`src/rtl/chgw_pkg.sv`:
```
package chgw_pkg;

    // Controller states, one flip-flop per state.
    typedef enum logic [10:0] {
        S_LOAD  = 11'b000_0000_0001,
        S_LEFT  = 11'b000_0000_0010,
        S_FEW   = 11'b000_0000_0100,
        S_QRD   = 11'b000_0000_1000,
        S_QWAIT = 11'b000_0001_0000,
        S_RRD   = 11'b000_0010_0000,
        S_DIF   = 11'b000_0100_0000,
        S_MUL1  = 11'b000_1000_0000,
        S_MUL2  = 11'b001_0000_0000,
        S_CMP   = 11'b010_0000_0000,
        S_EMIT  = 11'b100_0000_0000
    } t_state;

    // Result status codes carried on the master-side tuser.
    localparam logic STATUS_VERTEX  = 1'b0;
    localparam logic STATUS_TOO_FEW = 1'b1;

endpackage

```
`src/rtl/chgw_ram.sv`:
```
module chgw_ram #(
    parameter int WIDTH = 24,
    parameter int DEPTH = 64
) (
    input  logic                     i_clk,
    input  logic                     i_we,
    input  logic [$clog2(DEPTH)-1:0] i_waddr,
    input  logic [WIDTH-1:0]         i_wdata,
    input  logic [$clog2(DEPTH)-1:0] i_raddr,
    output logic [WIDTH-1:0]         o_rdata
);

    logic [WIDTH-1:0] r_mem [DEPTH];

    // One write port and one read port with registered read data.
    always_ff @(posedge i_clk) begin
        if (i_we) begin
            r_mem[i_waddr] <= i_wdata;
        end
        o_rdata <= r_mem[i_raddr];
    end

endmodule

```
`src/rtl/convex_hull_gift_wrap.sv`:
```
// Points are taken while loading; points beyond the store size are dropped.
// After the last point: a too-few status, else a leftmost scan, then a walk from hull
// vertex to hull vertex, paced by the single point-store read port and the
// one shared multiplier that forms both cross-product terms in turn.
// Reset (i_rst_n low, synchronous) clears the controller, the point count and the output
// valid; the point store keeps its contents and is only read below the count.
module convex_hull_gift_wrap
    import chgw_pkg::*;
#(
    parameter int MAX_POINTS = 64,
    parameter int COORD_BITS = 12
) (
    input  logic                                   i_clk,
    input  logic                                   i_rst_n,
    input  logic                                   s_axis_tvalid,
    output logic                                   s_axis_tready,
    // Fields from bit 0: point_x, point_y, zero padding.
    input  logic [((2*COORD_BITS+7)/8)*8-1:0]      s_axis_tdata,
    input  logic                                   s_axis_tlast,
    output logic                                   m_axis_tvalid,
    input  logic                                   m_axis_tready,
    // Fields from bit 0: vertex_x, vertex_y, zero padding.
    output logic [((2*COORD_BITS+7)/8)*8-1:0]      m_axis_tdata,
    // Fields from bit 0: status.
    output logic                                   m_axis_tuser,
    output logic                                   m_axis_tlast
);

    localparam int CB = COORD_BITS;
    localparam int DW = ((2*COORD_BITS+7)/8)*8;
    localparam int AW = $clog2(MAX_POINTS);
    localparam int CW = $clog2(MAX_POINTS+1);

    t_state r_state;

    logic [CW-1:0] r_count;
    logic [CW-1:0] r_n;
    logic [CW-1:0] r_i;
    logic [CW-1:0] r_hull;
    logic          r_rv;
    logic [AW-1:0] r_ri;
    logic [AW-1:0] r_left;
    logic [AW-1:0] r_cur;
    logic [AW-1:0] r_cand;

    logic signed [CB-1:0] r_px, r_py, r_qx, r_qy, r_rx, r_ry;
    logic signed [CB:0]   r_a, r_b, r_c, r_d;
    logic signed [2*CB+1:0] r_pa, r_pb;

    logic                 r_out_valid;
    logic                 r_out_status;
    logic signed [CB-1:0] r_out_x, r_out_y;
    logic                 r_out_last;

    logic                 ram_we;
    logic [AW-1:0]        ram_raddr;
    logic [2*CB-1:0]      ram_rdata;
    logic signed [CB-1:0] rd_x, rd_y;
    logic                 in_acc;
    logic                 store_room;
    logic [CW-1:0]        n_total;
    logic                 out_free;
    logic                 out_load;
    logic [CW-1:0]        cur_next;
    logic                 emit_last;
    logic signed [CB:0]   mul_a, mul_b;
    logic signed [2*CB+1:0] prod;

    // Point store, x in the low half and y in the high half of each entry.
    chgw_ram #(
        .WIDTH (2*CB),
        .DEPTH (MAX_POINTS)
    ) u_store (
        .i_clk   (i_clk),
        .i_we    (ram_we),
        .i_waddr (r_count[AW-1:0]),
        .i_wdata (s_axis_tdata[2*CB-1:0]),
        .i_raddr (ram_raddr),
        .o_rdata (ram_rdata)
    );

    assign rd_x = signed'(ram_rdata[CB-1:0]);
    assign rd_y = signed'(ram_rdata[2*CB-1:CB]);

    // Input handshake and store write.
    assign s_axis_tready = (r_state == S_LOAD);
    assign in_acc        = s_axis_tvalid && s_axis_tready;
    assign store_room    = (r_count < CW'(MAX_POINTS));
    assign ram_we        = in_acc && store_room;
    assign n_total       = store_room ? r_count + CW'(1) : r_count;

    // The first candidate follows the current point, wrapping at the point count.
    assign cur_next = (CW'(r_cur) + CW'(1) == r_n) ? '0 : CW'(r_cur) + CW'(1);

    // Read address selection for the scans.
    always_comb begin
        case (r_state)
            S_LEFT:  ram_raddr = r_i[AW-1:0];
            S_QRD:   ram_raddr = cur_next[AW-1:0];
            S_RRD:   ram_raddr = r_i[AW-1:0];
            default: ram_raddr = '0;
        endcase
    end

    // One multiplier shared by both cross-product terms.
    assign mul_a = (r_state == S_MUL1) ? r_a : r_c;
    assign mul_b = (r_state == S_MUL1) ? r_b : r_d;
    assign prod  = mul_a * mul_b;

    assign out_free  = !r_out_valid || m_axis_tready;
    assign out_load  = out_free && (r_state inside {S_FEW, S_EMIT});
    assign emit_last = (r_cand == r_left) || (r_hull + CW'(1) >= CW'(MAX_POINTS));

    // Controller and datapath registers.
    always_ff @(posedge i_clk) begin
        if (!i_rst_n) begin
            r_state     <= S_LOAD;
            r_count     <= '0;
            r_rv        <= 1'b0;
            r_out_valid <= 1'b0;
        end else begin
            if (out_load) begin
                r_out_valid <= 1'b1;
            end else if (m_axis_tready) begin
                r_out_valid <= 1'b0;
            end
            case (r_state)
                S_LOAD: begin
                    if (in_acc) begin
                        if (s_axis_tlast) begin
                            r_count <= '0;
                            r_n     <= n_total;
                            r_i     <= '0;
                            r_rv    <= 1'b0;
                            r_state <= (n_total < CW'(3)) ? S_FEW : S_LEFT;
                        end else begin
                            r_count <= ram_we ? r_count + CW'(1) : r_count;
                        end
                    end
                end
                S_FEW: begin
                    if (out_free) begin
                        r_out_status <= STATUS_TOO_FEW;
                        r_out_x      <= '0;
                        r_out_y      <= '0;
                        r_out_last   <= 1'b1;
                        r_state      <= S_LOAD;
                    end
                end
                S_LEFT: begin
                    // Issue one read a cycle and compare the data in the cycle after.
                    if (r_i != r_n) begin
                        r_i  <= r_i + CW'(1);
                        r_rv <= 1'b1;
                        r_ri <= r_i[AW-1:0];
                    end else begin
                        r_rv <= 1'b0;
                    end
                    if (r_rv && (r_ri == '0 || rd_x < r_px)) begin
                        r_px   <= rd_x;
                        r_py   <= rd_y;
                        r_left <= r_ri;
                    end
                    if (r_i == r_n && !r_rv) begin
                        r_cur   <= r_left;
                        r_hull  <= '0;
                        r_state <= S_QRD;
                    end
                end
                S_QRD: begin
                    r_cand  <= cur_next[AW-1:0];
                    r_state <= S_QWAIT;
                end
                S_QWAIT: begin
                    r_qx    <= rd_x;
                    r_qy    <= rd_y;
                    r_i     <= '0;
                    r_state <= S_RRD;
                end
                S_RRD: begin
                    r_state <= S_DIF;
                end
                S_DIF: begin
                    r_rx    <= rd_x;
                    r_ry    <= rd_y;
                    r_a     <= (CB+1)'(rd_x) - (CB+1)'(r_px);
                    r_b     <= (CB+1)'(r_qy) - (CB+1)'(r_py);
                    r_c     <= (CB+1)'(r_qx) - (CB+1)'(r_px);
                    r_d     <= (CB+1)'(rd_y) - (CB+1)'(r_py);
                    r_state <= S_MUL1;
                end
                S_MUL1: begin
                    r_pa    <= prod;
                    r_state <= S_MUL2;
                end
                S_MUL2: begin
                    r_pb    <= prod;
                    r_state <= S_CMP;
                end
                S_CMP: begin
                    // A strictly positive cross product moves the candidate; collinear keeps it.
                    if (r_pa > r_pb) begin
                        r_cand <= r_i[AW-1:0];
                        r_qx   <= r_rx;
                        r_qy   <= r_ry;
                    end
                    r_i     <= r_i + CW'(1);
                    r_state <= (r_i == r_n - CW'(1)) ? S_EMIT : S_RRD;
                end
                S_EMIT: begin
                    // The current vertex goes out once its successor is known.
                    if (out_free) begin
                        r_out_status <= STATUS_VERTEX;
                        r_out_x      <= r_px;
                        r_out_y      <= r_py;
                        r_out_last   <= emit_last;
                        r_hull       <= r_hull + CW'(1);
                        r_px         <= r_qx;
                        r_py         <= r_qy;
                        r_cur        <= r_cand;
                        r_state      <= emit_last ? S_LOAD : S_QRD;
                    end
                end
                default: begin
                    r_state <= S_LOAD;
                end
            endcase
        end
    end

    // Output register.
    assign m_axis_tvalid = r_out_valid;
    assign m_axis_tdata  = DW'({r_out_y, r_out_x});
    assign m_axis_tuser  = r_out_status;
    assign m_axis_tlast  = r_out_last;

`ifndef SYNTHESIS
    a_count_bound: assert property (@(posedge i_clk) disable iff (!i_rst_n)
        r_count <= CW'(MAX_POINTS))
        else $error("point count above store size");

    a_hull_bound: assert property (@(posedge i_clk) disable iff (!i_rst_n)
        (r_state == S_EMIT) |-> (r_hull < CW'(MAX_POINTS)))
        else $error("hull count reached cap without ending the run");

    a_scan_index: assert property (@(posedge i_clk) disable iff (!i_rst_n)
        (r_state == S_RRD || r_state == S_CMP) |-> (r_i < r_n && r_n >= CW'(3)))
        else $error("scan index outside the point set");

    a_too_few_last: assert property (@(posedge i_clk) disable iff (!i_rst_n)
        (m_axis_tvalid && m_axis_tuser == STATUS_TOO_FEW) |-> m_axis_tlast)
        else $error("too-few status not marked last");

    a_no_input_in_run: assert property (@(posedge i_clk) disable iff (!i_rst_n)
        (r_state == S_LOAD && s_axis_tvalid && s_axis_tlast) |=> (r_count == '0))
        else $error("point count not cleared at start of run");
`endif

endmodule

```
`config.mk`:
```
export PLATFORM = sky130hd
export DESIGN_NAME = convex_hull_gift_wrap
export DESIGN_NICKNAME = d
export VERILOG_FILES = /design/src/rtl/chgw_pkg.sv /design/src/rtl/chgw_ram.sv /design/src/rtl/convex_hull_gift_wrap.sv
export SDC_FILE = /design/constraint.sdc
export NUM_CORES = 2
export LEC_CHECK = 0
export ABC_AREA = 0
export BUFFER_PORTS_ARGS = -buffer_cell sky130_fd_sc_hd__buf_4
export CAP_MARGIN = 20
export CORE_MARGIN = 3
export CORE_UTILIZATION = 40
export DETAILED_ROUTE_END_ITERATION = 12
export MAX_ROUTING_LAYER = met4
export SYNTH_ARGS = -nofsm -noshare
export SYNTH_HDL_FRONTEND = slang
export SYNTH_SLANG_ARGS = --single-unit
```
`constraint.sdc`:
```
create_clock -name i_clk -period 9.4 [get_ports i_clk]
set_clock_uncertainty 0.2 [all_clocks]
set_input_delay 0 -clock i_clk [delete_from_list [all_inputs] [get_ports i_clk]]
set_output_delay 0 -clock i_clk [all_outputs]
set_load 0.05 [all_outputs]
```
Yosys cells after proc, flatten, opt, wreduce, memory -nomap -nowiden
Memories as Yosys holds them, arrays and structs flattened. A register that Yosys moved wholly into a read port is not among the register bits.
Cells that the tools add are included.
{"block": "word_totals", "register_bits": 267, "latch_bits": 0, "ram_bits": 1536, "rom_bits": 0, "in_bits": 29, "word_cells": 158, "memories": 1}
{"memory": "u_store.r_mem", "words": 64, "word_bits": 24, "rd": 1, "rd_ports_with_merged_regs": 1, "wr": 1, "line": "chgw_ram.sv:13", "text": "logic [WIDTH-1:0] r_mem [DEPTH];"}
{"block": "op_classes", "add_sub_neg": 9, "mul": 1, "div_mod_pow": 0, "n_lt_le_gt_ge": 5, "n_eq_ne": 24, "shift": 0, "muxes": 56, "n_bitwise": 0, "n_reduce_logical": 35}
{"cell": "$pmux W12 S2", "count": 6}
{"cell": "$pmux W11 S11", "count": 1}
{"cell": "$mux W12", "count": 9}
{"cell": "$mux W11", "count": 6}
{"cell": "$mux W7", "count": 8}
{"cell": "$sub A12 B12 Y13", "count": 4}
{"cell": "$pmux W6 S2", "count": 3}
{"cell": "$pmux W7 S4", "count": 1}
{"cell": "$gt A26 B26 Y1", "count": 1}
{"cell": "$mul A13 B13 Y26", "count": 1}
{"cell": "$mux W13", "count": 2}
{"cell": "$mux W6", "count": 4}
{"cell": "$add A7 B1 Y7 const B", "count": 3}
{"cell": "$eq A7 B7 Y1", "count": 3}
{"cell": "$reduce_and A3 Y1", "count": 6}
{"cell": "$reduce_and A4 Y1", "count": 4}
{"cell": "$pmux W7 S2", "count": 1}
{"cell": "$reduce_bool A2 Y1", "count": 7}
{"cell": "$lt A12 B12 Y1", "count": 1}
{"cell": "$ne A2 B2 Y1 const B", "count": 6}
{"cell": "$eq A11 B1 Y1 const B", "count": 1}
{"cell": "$eq A11 B10 Y1 const B", "count": 1}
{"cell": "$eq A11 B11 Y1 const B", "count": 1}
{"cell": "$eq A11 B2 Y1 const B", "count": 1}
{"cell": "other kinds (27)", "count": 49}

Logic depth before layout (Yosys ltp)
{"block": "depth", "ltp_word": 7, "ltp_mapped": 35, "mapped_depth_nobuf": 30}

By module
A second synthesis with hierarchy kept.
{"block": "hier_totals", "cells_unflattened": 4418, "area_unflattened_um2": 79396.1}
{"mod": "chgw_ram", "instances": 1, "cells_each": 2630, "area_per_inst_um2": 59509.6, "seq_area_each_um2": 46604.7}
{"mod": "convex_hull_gift_wrap", "instances": 1, "cells_each": 1788, "area_per_inst_um2": 19886.6, "seq_area_each_um2": 7817.5}

Least setup slack after synthesis
Ideal clock, no wire load.
{"block": "synth_path", "path_kind": "register to register", "start": "register r_state[3]", "end": "register r_pa[23], data pin", "t_arrival_ns": 7.773, "required_ns": 8.938, "path_slack_ns": 1.165, "path_stages_with_launch": 36, "n_path_buf": 5, "cell_sequence": "dfxtp_1 buf_2 nor4_1 nor3b_1 nor2b_1 and4b_1 clkbuf_1 clkbuf_1 buf_1 mux2i_1 clkbuf_1 nor2_1 fa_1 inv_1 fa_1 inv_1 ha_1 ha_1 inv_1 fa_1 inv_1 ha_1 ha_1 inv_1 fa_1 nor2b_1 o21ai_0 a21boi_0 o21ai_0 a211o_1 o21ai_0 o22ai_1 o21ai_0 a41oi_1 nor2b_1 xnor2_1"}
{"block": "synth_between", "elab_chain_cells": 3}
{"element": "start, declared", "line": "convex_hull_gift_wrap.sv:34", "text": "t_state r_state;"}
{"element": "start signal, assigned", "line": "convex_hull_gift_wrap.sv:135", "text": "r_state <= (n_total < CW'(3)) ? S_FEW : S_LEFT;"}
{"element": "start signal, assigned", "line": "convex_hull_gift_wrap.sv:208", "text": "r_state <= (r_i == r_n - CW'(1)) ? S_EMIT : S_RRD;"}
{"element": "start signal, assigned", "line": "convex_hull_gift_wrap.sv:221", "text": "r_state <= emit_last ? S_LOAD : S_QRD;"}
{"element": "$eq A11 B8 Y1 *", "line": "convex_hull_gift_wrap.sv:106, convex_hull_gift_wrap.sv:107"}
{"element": "$mux W13 (on tied branches)", "line": "convex_hull_gift_wrap.sv:106, convex_hull_gift_wrap.sv:107"}
{"element": "$mul A13 B13 Y26 *", "line": "convex_hull_gift_wrap.sv:108", "text": "assign prod = mul_a * mul_b;"}
{"element": "via prod[23]", "line": "convex_hull_gift_wrap.sv:67", "text": "logic signed [2*CB+1:0] prod;"}
{"element": "end signal, assigned", "line": "convex_hull_gift_wrap.sv:193", "text": "r_pa <= prod;"}
{"element": "end, declared", "line": "convex_hull_gift_wrap.sv:48", "text": "logic signed [2*CB+1:0] r_pa, r_pb;"}
The timed path passes the listed nets; every way through them passes the cells marked *.
A chain may end at the register's enable or synchronous reset.

Worst setup path in the final report
{"block": "layout_path", "start": "register r_state[3]", "end": "register r_pb[23], data pin"}
{"block": "layout_between", "elab_chain_cells": 3}
{"element": "$eq A11 B8 Y1 *", "line": "convex_hull_gift_wrap.sv:106, convex_hull_gift_wrap.sv:107"}
{"element": "$mux W13 (on tied branches)", "line": "convex_hull_gift_wrap.sv:106, convex_hull_gift_wrap.sv:107"}
{"element": "$mul A13 B13 Y26 *", "line": "convex_hull_gift_wrap.sv:108"}
{"element": "via prod[23]", "line": "convex_hull_gift_wrap.sv:67"}
{"element": "end signal, assigned", "line": "convex_hull_gift_wrap.sv:197", "text": "r_pb <= prod;"}
{"element": "end, declared", "line": "convex_hull_gift_wrap.sv:48"}
Marks and branches as above.

==> impl_metrics.yaml <==
sta:
  period_share_pct: 93.70
  setup_violations: 0
  tightest_slew_ns: 1.099
  timing.fmax_ghz: 0.1135
  hold_viol: 0
  final-max-slew-violation-count: 0
  min_period_ns: 8.808
  relSlewSlack_pct: 26.56
layout:
  syn2layout_area_growth_pct: 13.03
  final_cell_mix: "edfxtp_1, nand2_1, mux4_2"
  nNetsFinal: 5529
  mostFrequentLayoutCell: "edfxtp_1"
  utilization_pct: 45.65
  final_cells: 7974
  nFillCells: 17028
  drive_gt1_share_pct: 16.57
critical_path:
  worstSetupStartpointType: "register"
  cp.required_ns: 9.71
  cp.arrival_ns: 9.12
  criticalPathCategory: "reg2reg"
  critPathMaxFanout: 17
  cp-end-kind: "register"
route:
  drc: 0
  drt-total-wl_um: 202400
  ant_nets: 0
  drt-vias-per-instance: 5.445
  vias: 43420
  drt_first_pass_iters: 5
  drt_iter0_markers: 4251
  wl_per_cell_um: 25.38
place:
  io_buffer_count: 56
  hpwl_um: 120100
  dpl.cell_count: 7590
  gp_congestion: 0.8843
clocking:
  cts_buffers: 183
  htreeDepth: 4
  clk_root_buffer_cell: "clkbuf_16"
  clkSlewWorstSetupHoldPaths_ns: 0.06
  cts_sinks: 1827
  cts_tree: "yes"
  clkLatencyLatePin_ns: 0.81
  cts_setup_buffers: 0
  cts_buffer_depth: 3
die:
  dieArea_um2: 203100
  io_pins: 57
  start_util_pct: 40.39
  die_x_um: 450.6
  coreArea_um2: 195800
  row_count: 162
  chipHeight_um: 450.6
pwr:
  vdd_drop_max_uv: 189.9
  p_int_mw: 13.12
  p_seq_share_pct: 54.3
  p_clk_share_pct: 43.4
  comb_power_share_pct: 2.3
  p_sw_mw: 3.442
  p_leak_nw: 30.71
  swShare_pct: 20.78
  p_per_area_nw_per_um2: 185.4
global_routing:
  grt_pass1_wl_um: 296600
  grt_max_degree: 113
  grtUsageTotal_pct: 20.28
  grt_remaining_overflow: 0
  first_global_vias: 43754
  antenna_found_initial: 8
hold_path:
  hold_path.class: "in2reg"
synth:
  ys_seq_elements: 1827
  syn_nets: 5350
  syn_area_per_cell_um2: 15.79
  synth_edf_count: 1783
  netlist_area_um2: 79080
  async_flop_share_pct: 0
  ys_types: 77
  synth_ff_type: "edfxtp_1"
  yosys_warnings: 0
  syn_inst: 5007
  ys_seq_area_share_pct: 68.82
status:
  status: "complete, no violations"
flow_run:
  max-cap-violations: 0
[timing repair]
| action | CTS | global route |
|---|---|---|
| gates resized for setup | 0 | 4 |
| hold buffers | 33 | 0 |
| endpoints found under the setup margin | 0 | 4 |
| hold endpoints to repair | 1750 | 0 |
[flip-flops by register name, indices dropped and copies added, names as in the netlist, 7 cells and up]
signal,cells
u_store.r_mem,1536
r_pa,26
r_pb,26
u_store.o_rdata,24
r_a,13
r_b,13
r_c,13
r_d,13
r_out_x,12
r_out_y,12
r_px,12
r_py,12
r_qx,12
r_qy,12
r_rx,12
r_ry,12
r_state,11
r_count,7
r_hull,7
r_i,7
r_n,7
[power groups by stage]
stage	combinational [mW]	clock, mW	sequential, mW
4_1_cts	0.378	7.33	9.00
5_1_grt	0.409	7.65	9.00
6_report	0.375	7.19	9.00
2_1_floorplan	0.151	0	9.16
3_5_place_dp	0.364	0	9.18
3_3_place_gp	0.354	0	9.17
[synth_stat cells, drive strengths merged (21+ instances only)]
cell	n	area share, %
edfxtp	1783	68
nand2	748	3.6
mux4	286	8.1
nor2	281	1.4
inv	279	1.3
nand3	171	1.1
fa	166	4.2
ha	148	2.3
clkbuf	118	0.56
a21oi	115	0.73
buf	115	0.89
o21ai	114	0.72
a22oi	67	0.64
a31oi	59	0.47
xnor2	52	0.58
dfxtp	44	1.1
and3	42	0.33
xor2	37	0.41
mux2i	30	0.38
a21o	25	0.24
mux2	24	0.34
a21boi	23	0.22
nor2b	23	0.18
nand2b	22	0.17
a31o	21	0.23
o2111ai	21	0.23
[worst max-delay path: stages, from the launching register on]
cell     delay (ns)
dfxtp_1        0.41
nor4_1         0.41
nor3b_1        0.42
nor2b_1        0.40
and4b_4        0.56
buf_4          0.33
mux2_2         0.51
nand2_1        0.13
fa_1           0.45
fa_1           0.52
inv_1          0.06
fa_1           0.55
fa_1           0.43
fa_1           0.50
inv_1          0.06
fa_1           0.52
inv_1          0.05
ha_1           0.33
nor2_1         0.07
a211o_1        0.27
o21ai_0        0.29
o22ai_1        0.21
o21ai_0        0.33
a41oi_1        0.20
nor2b_1        0.18
xnor2_1        0.14
[per-layer routing]
layer | share of wire, % | vias up | routed length (µm) | global-route usage [%]
met5 | 0 | - | 0 | -
met1 | 41 | 22459 | 83010 | 26.45
met2 | 50 | 1484 | 100500 | 33.28
met3 | 6.4 | 311 | 12970 | 2.902
li1 | - | 19166 | - | -
met4 | 2.9 | 0 | 5930 | 5.834
[cell type report]
cell class	count	area (µm²)	share of cell area, %
antenna	8	20.02	0.02240
clock buffer	234	4922	5.507
clock inverter	107	1023	1.145
inverter	280	1051	1.176
multi-input combinational	2667	22750	25.45
sequential	1827	54420	60.89
tap	2624	3283	3.673
timing repair buffer	227	1904	2.131
[metrics by stage]
| step | setup slack, ns | power (mW) | cell area, µm² | setup TNS [ns] | hold WS, ns |
|---|---|---|---|---|---|
| after floorplan | 1.165 | 9.311 | 79080 | 0 | -0.1011 |
| after global placement | 0.6931 | 9.528 | 83020 | 0 | 0.08544 |
| after detailed placement | 0.4495 | 9.540 | 83050 | 0 | 0.08886 |
| after CTS | 0.4030 | 16.71 | 89320 | 0 | 0.03841 |
| after global routing | -0.03002 | 17.06 | 89370 | -0.05975 | 0.1145 |
| final | 0.5917 | 16.57 | 89380 | 0 | 0.09220 |
[final timing paths]
check / endpoint / depth (start not counted) / from / slack [ns]
worst max-delay path: r_pb[23] / 25 / r_state[3] / 0.59
worst min-delay path: r_count[2] / 5 / s_axis_tlast / 0.09
worst max register to register: r_pb[23] / 25 / r_state[3] / 0.59
worst min register to register: r_left[3] / 0 / r_ri[3] / 0.25
[logic make-up (layout without fill, tap and decap cells)]
family / after synthesis / count (layout) / synth area share [%]
AOI/OAI and AO/OA: 533 / 533 / 4.403
xor gates and xnor gates: 89 / 89 / 0.9857
adders and majority gates: 314 / 314 / 6.544
buffers and inverters: 513 / 848 / 2.780
DFF: 1827 / 1827 / 68.82
muxes: 340 / 340 / 8.867
other: 0 / 8 / 0
and+or+nand+nor: 1391 / 1391 / 7.598
Power figures use the tool's default switching activity.
